### src/hw/rtl/cfc_pkg.sv
package cfc_pkg;

  // Keys are full 32-bit words; the count width is a top-level parameter.
  localparam int unsigned KEY_W = 32;

  typedef enum logic {
    OP_PUSH = 1'b0,
    OP_POP  = 1'b1
  } opcode_e;

  // Per-cell update strobes, decided centrally and handed to every cell.
  typedef struct packed {
    logic load;   // take the broadcast key with a count of one
    logic incr;   // saturating increment of the held count
    logic decr;   // decrement of the held count
    logic shift;  // take the contents of the neighbour behind
  } cell_ctrl_t;

endpackage

### src/hw/rtl/cfc_cell.sv
module cfc_cell #(
  parameter int unsigned CountBits = 16
) (
  input  logic                        clk_i,
  input  cfc_pkg::cell_ctrl_t         ctrl_i,
  input  logic                        valid_i,
  input  logic [cfc_pkg::KEY_W-1:0]   bcast_key_i,
  input  logic [cfc_pkg::KEY_W-1:0]   next_key_i,
  input  logic [CountBits-1:0]        next_count_i,
  output logic                        hit_o,
  output logic [cfc_pkg::KEY_W-1:0]   key_o,
  output logic [CountBits-1:0]        count_o
);
  import cfc_pkg::*;

  logic [KEY_W-1:0]     key_q, key_d;
  logic [CountBits-1:0] count_q, count_d;

  // The cell only claims a match while it lies inside the occupied region.
  assign hit_o   = valid_i && (key_q == bcast_key_i);
  assign key_o   = key_q;
  assign count_o = count_q;

  always_comb begin
    key_d   = key_q;
    count_d = count_q;
    if (ctrl_i.shift) begin
      key_d   = next_key_i;
      count_d = next_count_i;
    end else if (ctrl_i.load) begin
      key_d   = bcast_key_i;
      count_d = CountBits'(1);
    end else if (ctrl_i.incr) begin
      if (count_q != {CountBits{1'b1}}) begin
        count_d = count_q + CountBits'(1);
      end
    end else if (ctrl_i.decr) begin
      count_d = count_q - CountBits'(1);
    end
  end

  always_ff @(posedge clk_i) begin
    key_q   <= key_d;
    count_q <= count_d;
  end

endmodule

### src/hw/rtl/coalescing_count_fifo.sv
// A pop, or a push that is dropped, shows its result in the cycle after its input beat.
// Throughput: one beat per cycle while in_stall_o is low; a push that merges or appends
// produces no result beat; the rate rests on the combinational broadcast compare in each cell.
// Reset clears the occupancy and the result valid flag; cell contents are left undefined.
module coalescing_count_fifo #(
  parameter int unsigned DEPTH      = 16,
  parameter int unsigned COUNT_BITS = 16
) (
  input  logic               clk_i,
  input  logic               rst_ni,
  input  logic               in_valid_i,
  output logic               in_stall_o,
  input  cfc_pkg::opcode_e   opcode_i,
  input  logic signed [31:0] key_i,
  output logic               out_valid_o,
  input  logic               out_stall_i,
  output logic signed [31:0] front_key_o,
  output logic               queue_empty_o,
  output logic               push_dropped_o
);
  import cfc_pkg::*;

  localparam int unsigned OCC_W = $clog2(DEPTH + 1);

  // Occupancy counter: cells below it are valid, the front lives in cell 0.
  logic [OCC_W-1:0] occ_q, occ_d;

  logic [DEPTH-1:0]      hit;
  logic [DEPTH-1:0]      cell_valid;
  cell_ctrl_t            ctrl [DEPTH];
  logic [KEY_W-1:0]      cell_key [DEPTH];
  logic [COUNT_BITS-1:0] cell_count [DEPTH];
  logic [KEY_W-1:0]      bcast_key;

  logic accept, is_push, is_pop, any_hit, full, empty;
  logic do_load, do_shift, do_decr;

  logic        out_valid_q, out_valid_d;
  logic [31:0] front_key_q, front_key_d;
  logic        queue_empty_q, queue_empty_d;
  logic        push_dropped_q, push_dropped_d;

  // The result register stands between the two sides: a new beat is taken
  // whenever the register is free or is being emptied in this cycle.
  assign in_stall_o = out_valid_q && out_stall_i;
  assign accept     = in_valid_i && !in_stall_o;
  assign is_push    = accept && (opcode_i == OP_PUSH);
  assign is_pop     = accept && (opcode_i == OP_POP);
  assign bcast_key  = key_i;

  assign any_hit = |hit;
  assign full    = (occ_q == OCC_W'(DEPTH));
  assign empty   = (occ_q == '0);

  // A new key is appended at the first free cell, unless the row is full.
  assign do_load = is_push && !any_hit && !full;
  // A pop removes the front entry only when its count would reach zero.
  assign do_shift = is_pop && !empty && (cell_count[0] <= COUNT_BITS'(1));
  assign do_decr  = is_pop && !empty && (cell_count[0] >  COUNT_BITS'(1));

  for (genvar gi = 0; gi < DEPTH; gi++) begin : g_cell
    logic [KEY_W-1:0]      nb_key;
    logic [COUNT_BITS-1:0] nb_count;

    if (gi == DEPTH - 1) begin : g_tail
      assign nb_key   = '0;
      assign nb_count = '0;
    end else begin : g_body
      assign nb_key   = cell_key[gi+1];
      assign nb_count = cell_count[gi+1];
    end

    assign cell_valid[gi] = (OCC_W'(gi) < occ_q);

    always_comb begin
      ctrl[gi].load  = do_load && (OCC_W'(gi) == occ_q);
      ctrl[gi].incr  = is_push && hit[gi];
      ctrl[gi].decr  = do_decr && (gi == 0);
      ctrl[gi].shift = do_shift;
    end

    cfc_cell #(
      .CountBits (COUNT_BITS)
    ) u_cell (
      .clk_i        (clk_i),
      .ctrl_i       (ctrl[gi]),
      .valid_i      (cell_valid[gi]),
      .bcast_key_i  (bcast_key),
      .next_key_i   (nb_key),
      .next_count_i (nb_count),
      .hit_o        (hit[gi]),
      .key_o        (cell_key[gi]),
      .count_o      (cell_count[gi])
    );
  end

  always_comb begin
    occ_d = occ_q;
    if (do_load) begin
      occ_d = occ_q + OCC_W'(1);
    end else if (do_shift) begin
      occ_d = occ_q - OCC_W'(1);
    end
  end

  // Every pop yields a result beat; a push yields one only when it is dropped.
  always_comb begin
    out_valid_d    = out_valid_q && out_stall_i;
    front_key_d    = front_key_q;
    queue_empty_d  = queue_empty_q;
    push_dropped_d = push_dropped_q;
    if (is_pop) begin
      out_valid_d    = 1'b1;
      front_key_d    = empty ? 32'd0 : cell_key[0];
      queue_empty_d  = empty;
      push_dropped_d = 1'b0;
    end else if (is_push && !any_hit && full) begin
      out_valid_d    = 1'b1;
      front_key_d    = 32'd0;
      queue_empty_d  = 1'b0;
      push_dropped_d = 1'b1;
    end
  end

  always_ff @(posedge clk_i or negedge rst_ni) begin
    if (!rst_ni) begin
      occ_q       <= '0;
      out_valid_q <= 1'b0;
    end else begin
      occ_q       <= occ_d;
      out_valid_q <= out_valid_d;
    end
  end

  always_ff @(posedge clk_i) begin
    front_key_q    <= front_key_d;
    queue_empty_q  <= queue_empty_d;
    push_dropped_q <= push_dropped_d;
  end

  assign out_valid_o    = out_valid_q;
  assign front_key_o    = front_key_q;
  assign queue_empty_o  = queue_empty_q;
  assign push_dropped_o = push_dropped_q;

  // The occupancy never runs past the number of cells.
  a_occ_bound : assert property (@(posedge clk_i) disable iff (!rst_ni)
    occ_q <= OCC_W'(DEPTH))
    else $error("occupancy exceeds depth");

  // Queued keys are distinct, so at most one cell can match.
  a_hit_unique : assert property (@(posedge clk_i) disable iff (!rst_ni)
    $onehot0(hit))
    else $error("several cells match the pushed key");

  // A new key into a full row is reported as dropped and leaves the row alone.
  a_drop : assert property (@(posedge clk_i) disable iff (!rst_ni)
    (is_push && !any_hit && full) |=> (out_valid_o && push_dropped_o && occ_q == $past(occ_q)))
    else $error("dropped push not reported");

  // A pop on an empty queue reports empty and changes nothing.
  a_empty_pop : assert property (@(posedge clk_i) disable iff (!rst_ni)
    (is_pop && empty) |=> (out_valid_o && queue_empty_o && occ_q == '0))
    else $error("empty pop not reported");

endmodule

### config.mk
export PLATFORM = sky130hd
export DESIGN_NAME = coalescing_count_fifo
export DESIGN_NICKNAME = d
export VERILOG_FILES = /design/src/hw/rtl/cfc_pkg.sv /design/src/hw/rtl/cfc_cell.sv /design/src/hw/rtl/coalescing_count_fifo.sv
export SDC_FILE = /design/constraint.sdc
export NUM_CORES = 2
export LEC_CHECK = 0
export ABC_AREA = 1
export BUFFER_PORTS_ARGS = -buffer_cell sky130_fd_sc_hd__buf_2
export CAP_MARGIN = 20
export CORE_ASPECT_RATIO = 1.2
export CORE_MARGIN = 8
export CORE_UTILIZATION = 40
export DETAILED_ROUTE_END_ITERATION = 6
export PLACE_DENSITY = 0.57
export RECOVER_POWER = 50
export SETUP_SLACK_MARGIN = 0.15
export SYNTH_ARGS = -nofsm -noshare
export SYNTH_HDL_FRONTEND = slang
export SYNTH_SLANG_ARGS = --single-unit
### constraint.sdc
create_clock -name clk_i -period 4.16 [get_ports clk_i]
set_input_delay 0.832 -clock clk_i [delete_from_list [all_inputs] [get_ports clk_i]]
set_output_delay 0.832 -clock clk_i [all_outputs]
set_load 0.02 [all_outputs]
# Word-level counts from Yosys, hierarchy flattened
# Index checks and enable logic that the tools add are counted.
# totals
in_bits	37
register_bits	808
wordCells	358
# classes
muxes	103
order_cmp	18
n_bitwise	1
eq_ne	49
addsub	19
n_reduce_logical	130
# op_table
operator	count
$mux 32	33
$mux 16	61
$eq 32x32->1	16
$add 16x1->16 const B	16
$ne 16x16->1 const B	16
$reduce_bool 3->1	28
$logic_and 1x1->1	58
$eq 4x5->1 const A	8
$lt 4x5->1 const A	8
$reduce_bool 2->1	19
$reduce_and 2->1	17
$eq 3x5->1 const A	4
$lt 3x5->1 const A	4
$gt 16x1->1 const B	1
$le 16x1->1 const B	1
$reduce_or 16->1	1
$sub 16x1->16 const B	1
$eq 2x5->1 const A	2
$lt 1x5->1 const A	2
$lt 2x5->1 const A	2
$mux 5	2
$mux 1	7
$add 5x1->5 const B	1
$eq 1x5->1 const A	1
other kinds (8)	11

# Logic depth before layout (Yosys ltp)
# logic_depth
word_depth	10
depth_mapped	22
mapped_depth_nobuf	19

# By module
# A second synthesis with hierarchy kept.
# hier_totals
hier_cells	7627
hier_area_um2	56319.0
# by_module_without_submodules
module	instances	cells_each	seq_area_each_um2	area_per_inst_um2
cfc_cell at g_cell[1].u_cell ...	7	463	1441.4	3377.0
cfc_cell at g_cell[0].u_cell ...	6	452	1441.4	3380.7
cfc_cell at g_cell[15].u_cell ...	2	460	1441.4	3375.7
cfc_cell at g_cell[8].u_cell	1	455	1441.4	3368.2
coalescing_count_fifo	1	299	1161.1	2275.9

# Worst setup path before layout
# OpenSTA, ideal clock, no wires.
# synth_timing
kind	input-to-reg
startpoint	input port key_i[5]
endpoint	register g_cell[5].u_cell.key_q[0], enable pin
path_stages	21
setup_slack_ps	557
required_time_ps	3773
arrival_time_ps	3216
cell_sequence	buf_4 -> inv_2 -> buf_4 -> nand2_1 -> o21ai_0 -> inv_1 -> nand2_1 -> nor2_1 -> nand2_1 -> nor2_1 -> nand3_1 -> nand2_1 -> nor2_1 -> nand3_1 -> nor2_4 -> nand2_4 -> nand2_4 -> buf_12 -> o21ai_4 -> buf_6 -> inv_1
# synth_between
elab_chain_cells	8
word_cells_on_any_way	38
classes_between	eq/ne: 16; reduce/logical: 22
# synth_lines
element	line_no	text
from (decl)	coalescing_count_fifo.sv:14	input logic signed [31:0] key_i,
$eq 32x32->1	cfc_cell.sv:20	assign hit_o = valid_i && (key_q == bcast_key_i);
$logic_and 1x1->1	cfc_cell.sv:20	
$reduce_or 16->1 *	coalescing_count_fifo.sv:51	assign any_hit = |hit;
$logic_not 1->1 *	coalescing_count_fifo.sv:56	assign do_load = is_push && !any_hit && !full;
$logic_and 1x1->1 * (2 in series)	coalescing_count_fifo.sv:56	
$logic_and 1x1->1 *	coalescing_count_fifo.sv:76	ctrl[gi].load = do_load && (OCC_W'(gi) == occ_q);
$reduce_bool 2->1 (no line) *	-	
to (signal assigned)	cfc_cell.sv:43	key_q <= key_d;
to (decl)	cfc_cell.sv:16	logic [KEY_W-1:0] key_q, key_d;
# Mark *: on every way between the ends. The rest lies on a longest branch, timed or not.
# A chain may end at the register's enable or synchronous reset.

# Final worst setup path
# layout_timing
startpoint	register occ_q[0]
endpoint	register front_key_q[20] (netlist: front_key_o[20]), enable pin
# layout_between
elab_chain_cells	7
word_cells_on_any_way	38
classes_between	order compare: 16; eq/ne: 1; reduce/logical: 21
# layout_lines
element	line_no	text
from (decl)	coalescing_count_fifo.sv:26	logic [OCC_W-1:0] occ_q, occ_d;
from (signal assigned)	coalescing_count_fifo.sv:127	occ_q <= '0;
from (signal assigned)	coalescing_count_fifo.sv:130	occ_q <= occ_d;
$lt 1x5->1 (tied with other cells)	coalescing_count_fifo.sv:73	assign cell_valid[gi] = (OCC_W'(gi) < occ_q);
$logic_and 1x1->1	cfc_cell.sv:20	
$reduce_or 16->1	coalescing_count_fifo.sv:51	
$logic_not 1->1	coalescing_count_fifo.sv:117	end else if (is_push && !any_hit && full) begin
$logic_and 1x1->1	coalescing_count_fifo.sv:117	
$logic_and 1x1->1 *	coalescing_count_fifo.sv:117	
$reduce_bool 2->1 (no line) *	-	
to (signal assigned)	coalescing_count_fifo.sv:136	front_key_q <= front_key_d;
to (decl)	coalescing_count_fifo.sv:39	logic [31:0] front_key_q, front_key_d;
# Marks and branches as above.

==> results.sh <==
export IMPL_status="finished with violations"
export IMPL_violations="design-rule violations, max-capacitance violations"
export IMPL_track_usage=0.230
export IMPL_clock_latency_ns=0.69
export IMPL_critical_path_slowest_cell="clkbuf_4"
export IMPL_clock_sinks=808
export IMPL_dieArea_mm2=0.123
export IMPL_synth_nets=5383
export IMPL_io_buffers=72
export IMPL_cts_buffer_depth=3
export IMPL_drc_errors=37
export IMPL_fillers=10800
export IMPL_avgRoutedWirePerCell_um=20.5
export IMPL_hold_slack_ns=0.452
export IMPL_wl_um=145000
export IMPL_grt_pass1_wl_um=215000
export IMPL_synthCells=5323
export IMPL_ioPinCount=73
export IMPL_post_route_util=0.456
export IMPL_yosys_warnings=0
export IMPL_max_cap_viol_count=1
export IMPL_num_rows=134
export IMPL_switching_share=0.263
export IMPL_worstPathCellList="inv_1 -> nand3_1 -> nand2_1 -> nor2_1 -> nand3_1 -> nand2_1 -> nor2_1 -> nand3_1 -> nor2_1 -> buf_4 -> buf_12 -> nand4_1 -> nand2_2 -> clkbuf_4"
export IMPL_synth_cell_types=50
export IMPL_drive_gt1_frac=0.0764
export IMPL_fin_crit_ns=3.95
export IMPL_hold_viol_final=0
export IMPL_layout_commonest_cell="nand2_1"
export IMPL_syn_area_per_cell_um2=8.42
export IMPL_gp_congestion=1.13
export IMPL_cts_max_level=3
export IMPL_nets=5547
export IMPL_area_sequential_mm2=0.0237
export IMPL_dr_pass1_iters=7
export IMPL_areaGrowthSynthToFinish_pct=13.0
export IMPL_grt_pass1_vias=35300
export IMPL_seq_area_frac_synth=0.530
export IMPL_core_area_mm2=0.111
export IMPL_drtIter0Drc=3646
export IMPL_max_slew_margin=0.00881
export IMPL_critPathCaptureType="flop"
export IMPL_numCtsBuffers=89
export IMPL_critPathMaxStageDelay_ns=0.44
export IMPL_cts_tree="yes"
export IMPL_start_util=0.403
export IMPL_finalSetupViolations=0
export IMPL_critPathMaxFanout=33
export IMPL_p_int_mw=14.2
export IMPL_clock_skew_ns=0.0448
export IMPL_viasPerCell=5.11
export IMPL_num_vias=36100
export IMPL_fin_setup_tns_ns=0
export IMPL_pwr_share_clk=0.405
export IMPL_final_cell_mix="1855 x nand2_1, 753 x edfxtp_1, 631 x inv_1"
export IMPL_antenna_found_initial=5
export IMPL_grt_max_degree=102
export IMPL_timing_final_crit_share=0.950
export IMPL_ys_seq_elements=808
export IMPL_fmax_mhz=253
export IMPL_cp_top_family="simple AND/OR/NAND/NOR gates"
export IMPL_peakVddDrop_v=0.000300
export IMPL_final_setup_worst_slack_ns=0.208
export IMPL_cts_root_buf="clkbuf_16"
export IMPL_dp_slack_ns=0.0284
export IMPL_die_h_um=383
export IMPL_overflow=0
export IMPL_synth_area_mm2=0.0448
export IMPL_p_leak_nw=21.1
export IMPL_slew_viol_final=0
export IMPL_cp_arrival_ns=4.25
export IMPL_tightestPinTransition_ns=1.49
export IMPL_p_per_area_mw_per_mm2=381
export IMPL_layout_cells_non_filler=7061
export IMPL_cts_resized=0
export IMPL_path_class="reg2reg"
export IMPL_synth_top_flop_cell="edfxtp_1"
export IMPL_crit_required_ns=4.46
export IMPL_multiInputGateArea_mm2=0.0173
export IMPL_min_path_type="reg2reg"
export IMPL_final_antenna_net_count=0
export IMPL_hpwl_um=110000
export IMPL_synth_async_reset_ratio=0.00743
export IMPL_rsz0062_at_grt="no"
export IMPL_combPwrFrac=0.111
export IMPL_cp_num_buf_inv=4
export IMPL_cp_start_kind="flop"
export IMPL_p_seq_frac=0.485
export IMPL_cts_clk_slew_worst_paths_ns=0.06
export IMPL_p_sw_mw=5.09
export IMPL_die_x_um=322
export IMPL_synth_edf_count=753
export IMPL_place_inst=6891
==> what timing repair did <==
action                                  in CTS  in global routing
hold endpoints to repair                     6                  0
endpoints found under the setup margin       0                  0
buffers inserted                             0                  0
hold buffers                                 1                  0
==> worst register-to-register path, stage by stage, from the launching register on <==
cell and delay, ns:
dfrtp_1 0.41, inv_1 0.36, nand3_1 0.42, nand2_1 0.27
nor2_1 0.11, nand3_1 0.20, nand2_1 0.19, nor2_1 0.15
nand3_1 0.11, nor2_1 0.32, buf_4 0.21, buf_12 0.11
nand4_1 0.15, nand2_2 0.09, clkbuf_4 0.44
==> metal layers <==
| layer | track usage | wire (um) | part of all wire |
|---|---|---|---|
| met5 | 0 | 36 | 0.00025 |
| met4 | 0.146 | 10200 | 0.070 |
| met3 | 0.0334 | 10300 | 0.071 |
| met2 | 0.392 | 69200 | 0.48 |
| met1 | 0.272 | 55200 | 0.38 |
==> final timing paths <==
kind                                                  to  cells past startpoint                        start  slack (ns)
max                        front_key_o[20]$_SDFFCE_PP0P_                     14         occ_q[0]$_DFFE_PN0P_        0.21
min                          push_dropped_o$_SDFFE_PP0P_                      2  push_dropped_o$_SDFFE_PP0P_        0.45
max reg2reg                front_key_o[20]$_SDFFCE_PP0P_                     14         occ_q[0]$_DFFE_PN0P_        0.21
min reg2reg                  push_dropped_o$_SDFFE_PP0P_                      2  push_dropped_o$_SDFFE_PP0P_        0.45
max in group asynchronous          out_valid_o$_DFF_PN0_                      2                       rst_ni        3.20
min in group asynchronous           occ_q[4]$_DFFE_PN0P_                      2                       rst_ni        0.68
==> per-stage QoR <==
step                instance area (um^2)  total power, mW
CTS                                51100             19.5
floorplan                          44800             10.8
detailed placement                 48300             11.7
finish                             50700             19.3
global route                       50700             20.0
global placement                   48300             11.6
==> layout make-up <==
cell class	count	share of cell area
clock inverters	41	0.00808
clock buffers	125	0.0474
inverters	655	0.0487
diodes	3	0.000148
flip-flops and latches	808	0.469
well taps	1496	0.0369
repair buffers	304	0.0478
multi-input cells	3629	0.342
==> flip-flops by register name, indices dropped and copies added (netlist names) <==
signal and count:
front_key_o 32, g_cell.u_cell.count_o 256, g_cell.u_cell.key_o 512, occ_q 5
out_valid_o 1, push_dropped_o 1, queue_empty_o 1
==> synthesized netlist by cell type (55+ instances only) <==
| library cell | count | area [um^2] |
|---|---|---|
| xor2_1 | 187 | 1640 |
| nand2_1 | 1853 | 6960 |
| o21ai_0 | 433 | 2170 |
| xnor2_1 | 151 | 1320 |
| inv_1 | 633 | 2380 |
| nor3_1 | 55 | 275 |
| nand3_1 | 219 | 1100 |
| clkbuf_1 | 108 | 405 |
| nand4_1 | 106 | 663 |
| nor2_1 | 384 | 1440 |
| buf_4 | 63 | 473 |
| o22ai_1 | 58 | 363 |
| edfxtp_1 | 753 | 22600 |
==> kinds of logic after synthesis <==
family | after synthesis | synth area share
buffers and inverters | 886 | 0.0833
DFF | 808 | 0.530
adders and majority gates | 23 | 0.00642
AOI/OAI and AO/OA | 560 | 0.0669
and+or+nand+nor | 2708 | 0.248
xor gates and xnor gates | 338 | 0.0660
==> power groups by stage <==
| stage | registers (mW) | logic, mW | clock network [mW] |
|---|---|---|---|
| 2_1_floorplan | 9.47 | 1.29 | 0 |
| 3_3_place_gp | 9.53 | 2.11 | 0 |
| 3_5_place_dp | 9.53 | 2.13 | 0 |
| 4_1_cts | 9.36 | 2.14 | 7.95 |
| 5_1_grt | 9.39 | 2.31 | 8.25 |
| 6_report | 9.37 | 2.14 | 7.82 |
No activity file was read; power rests on OpenSTA's default activity.
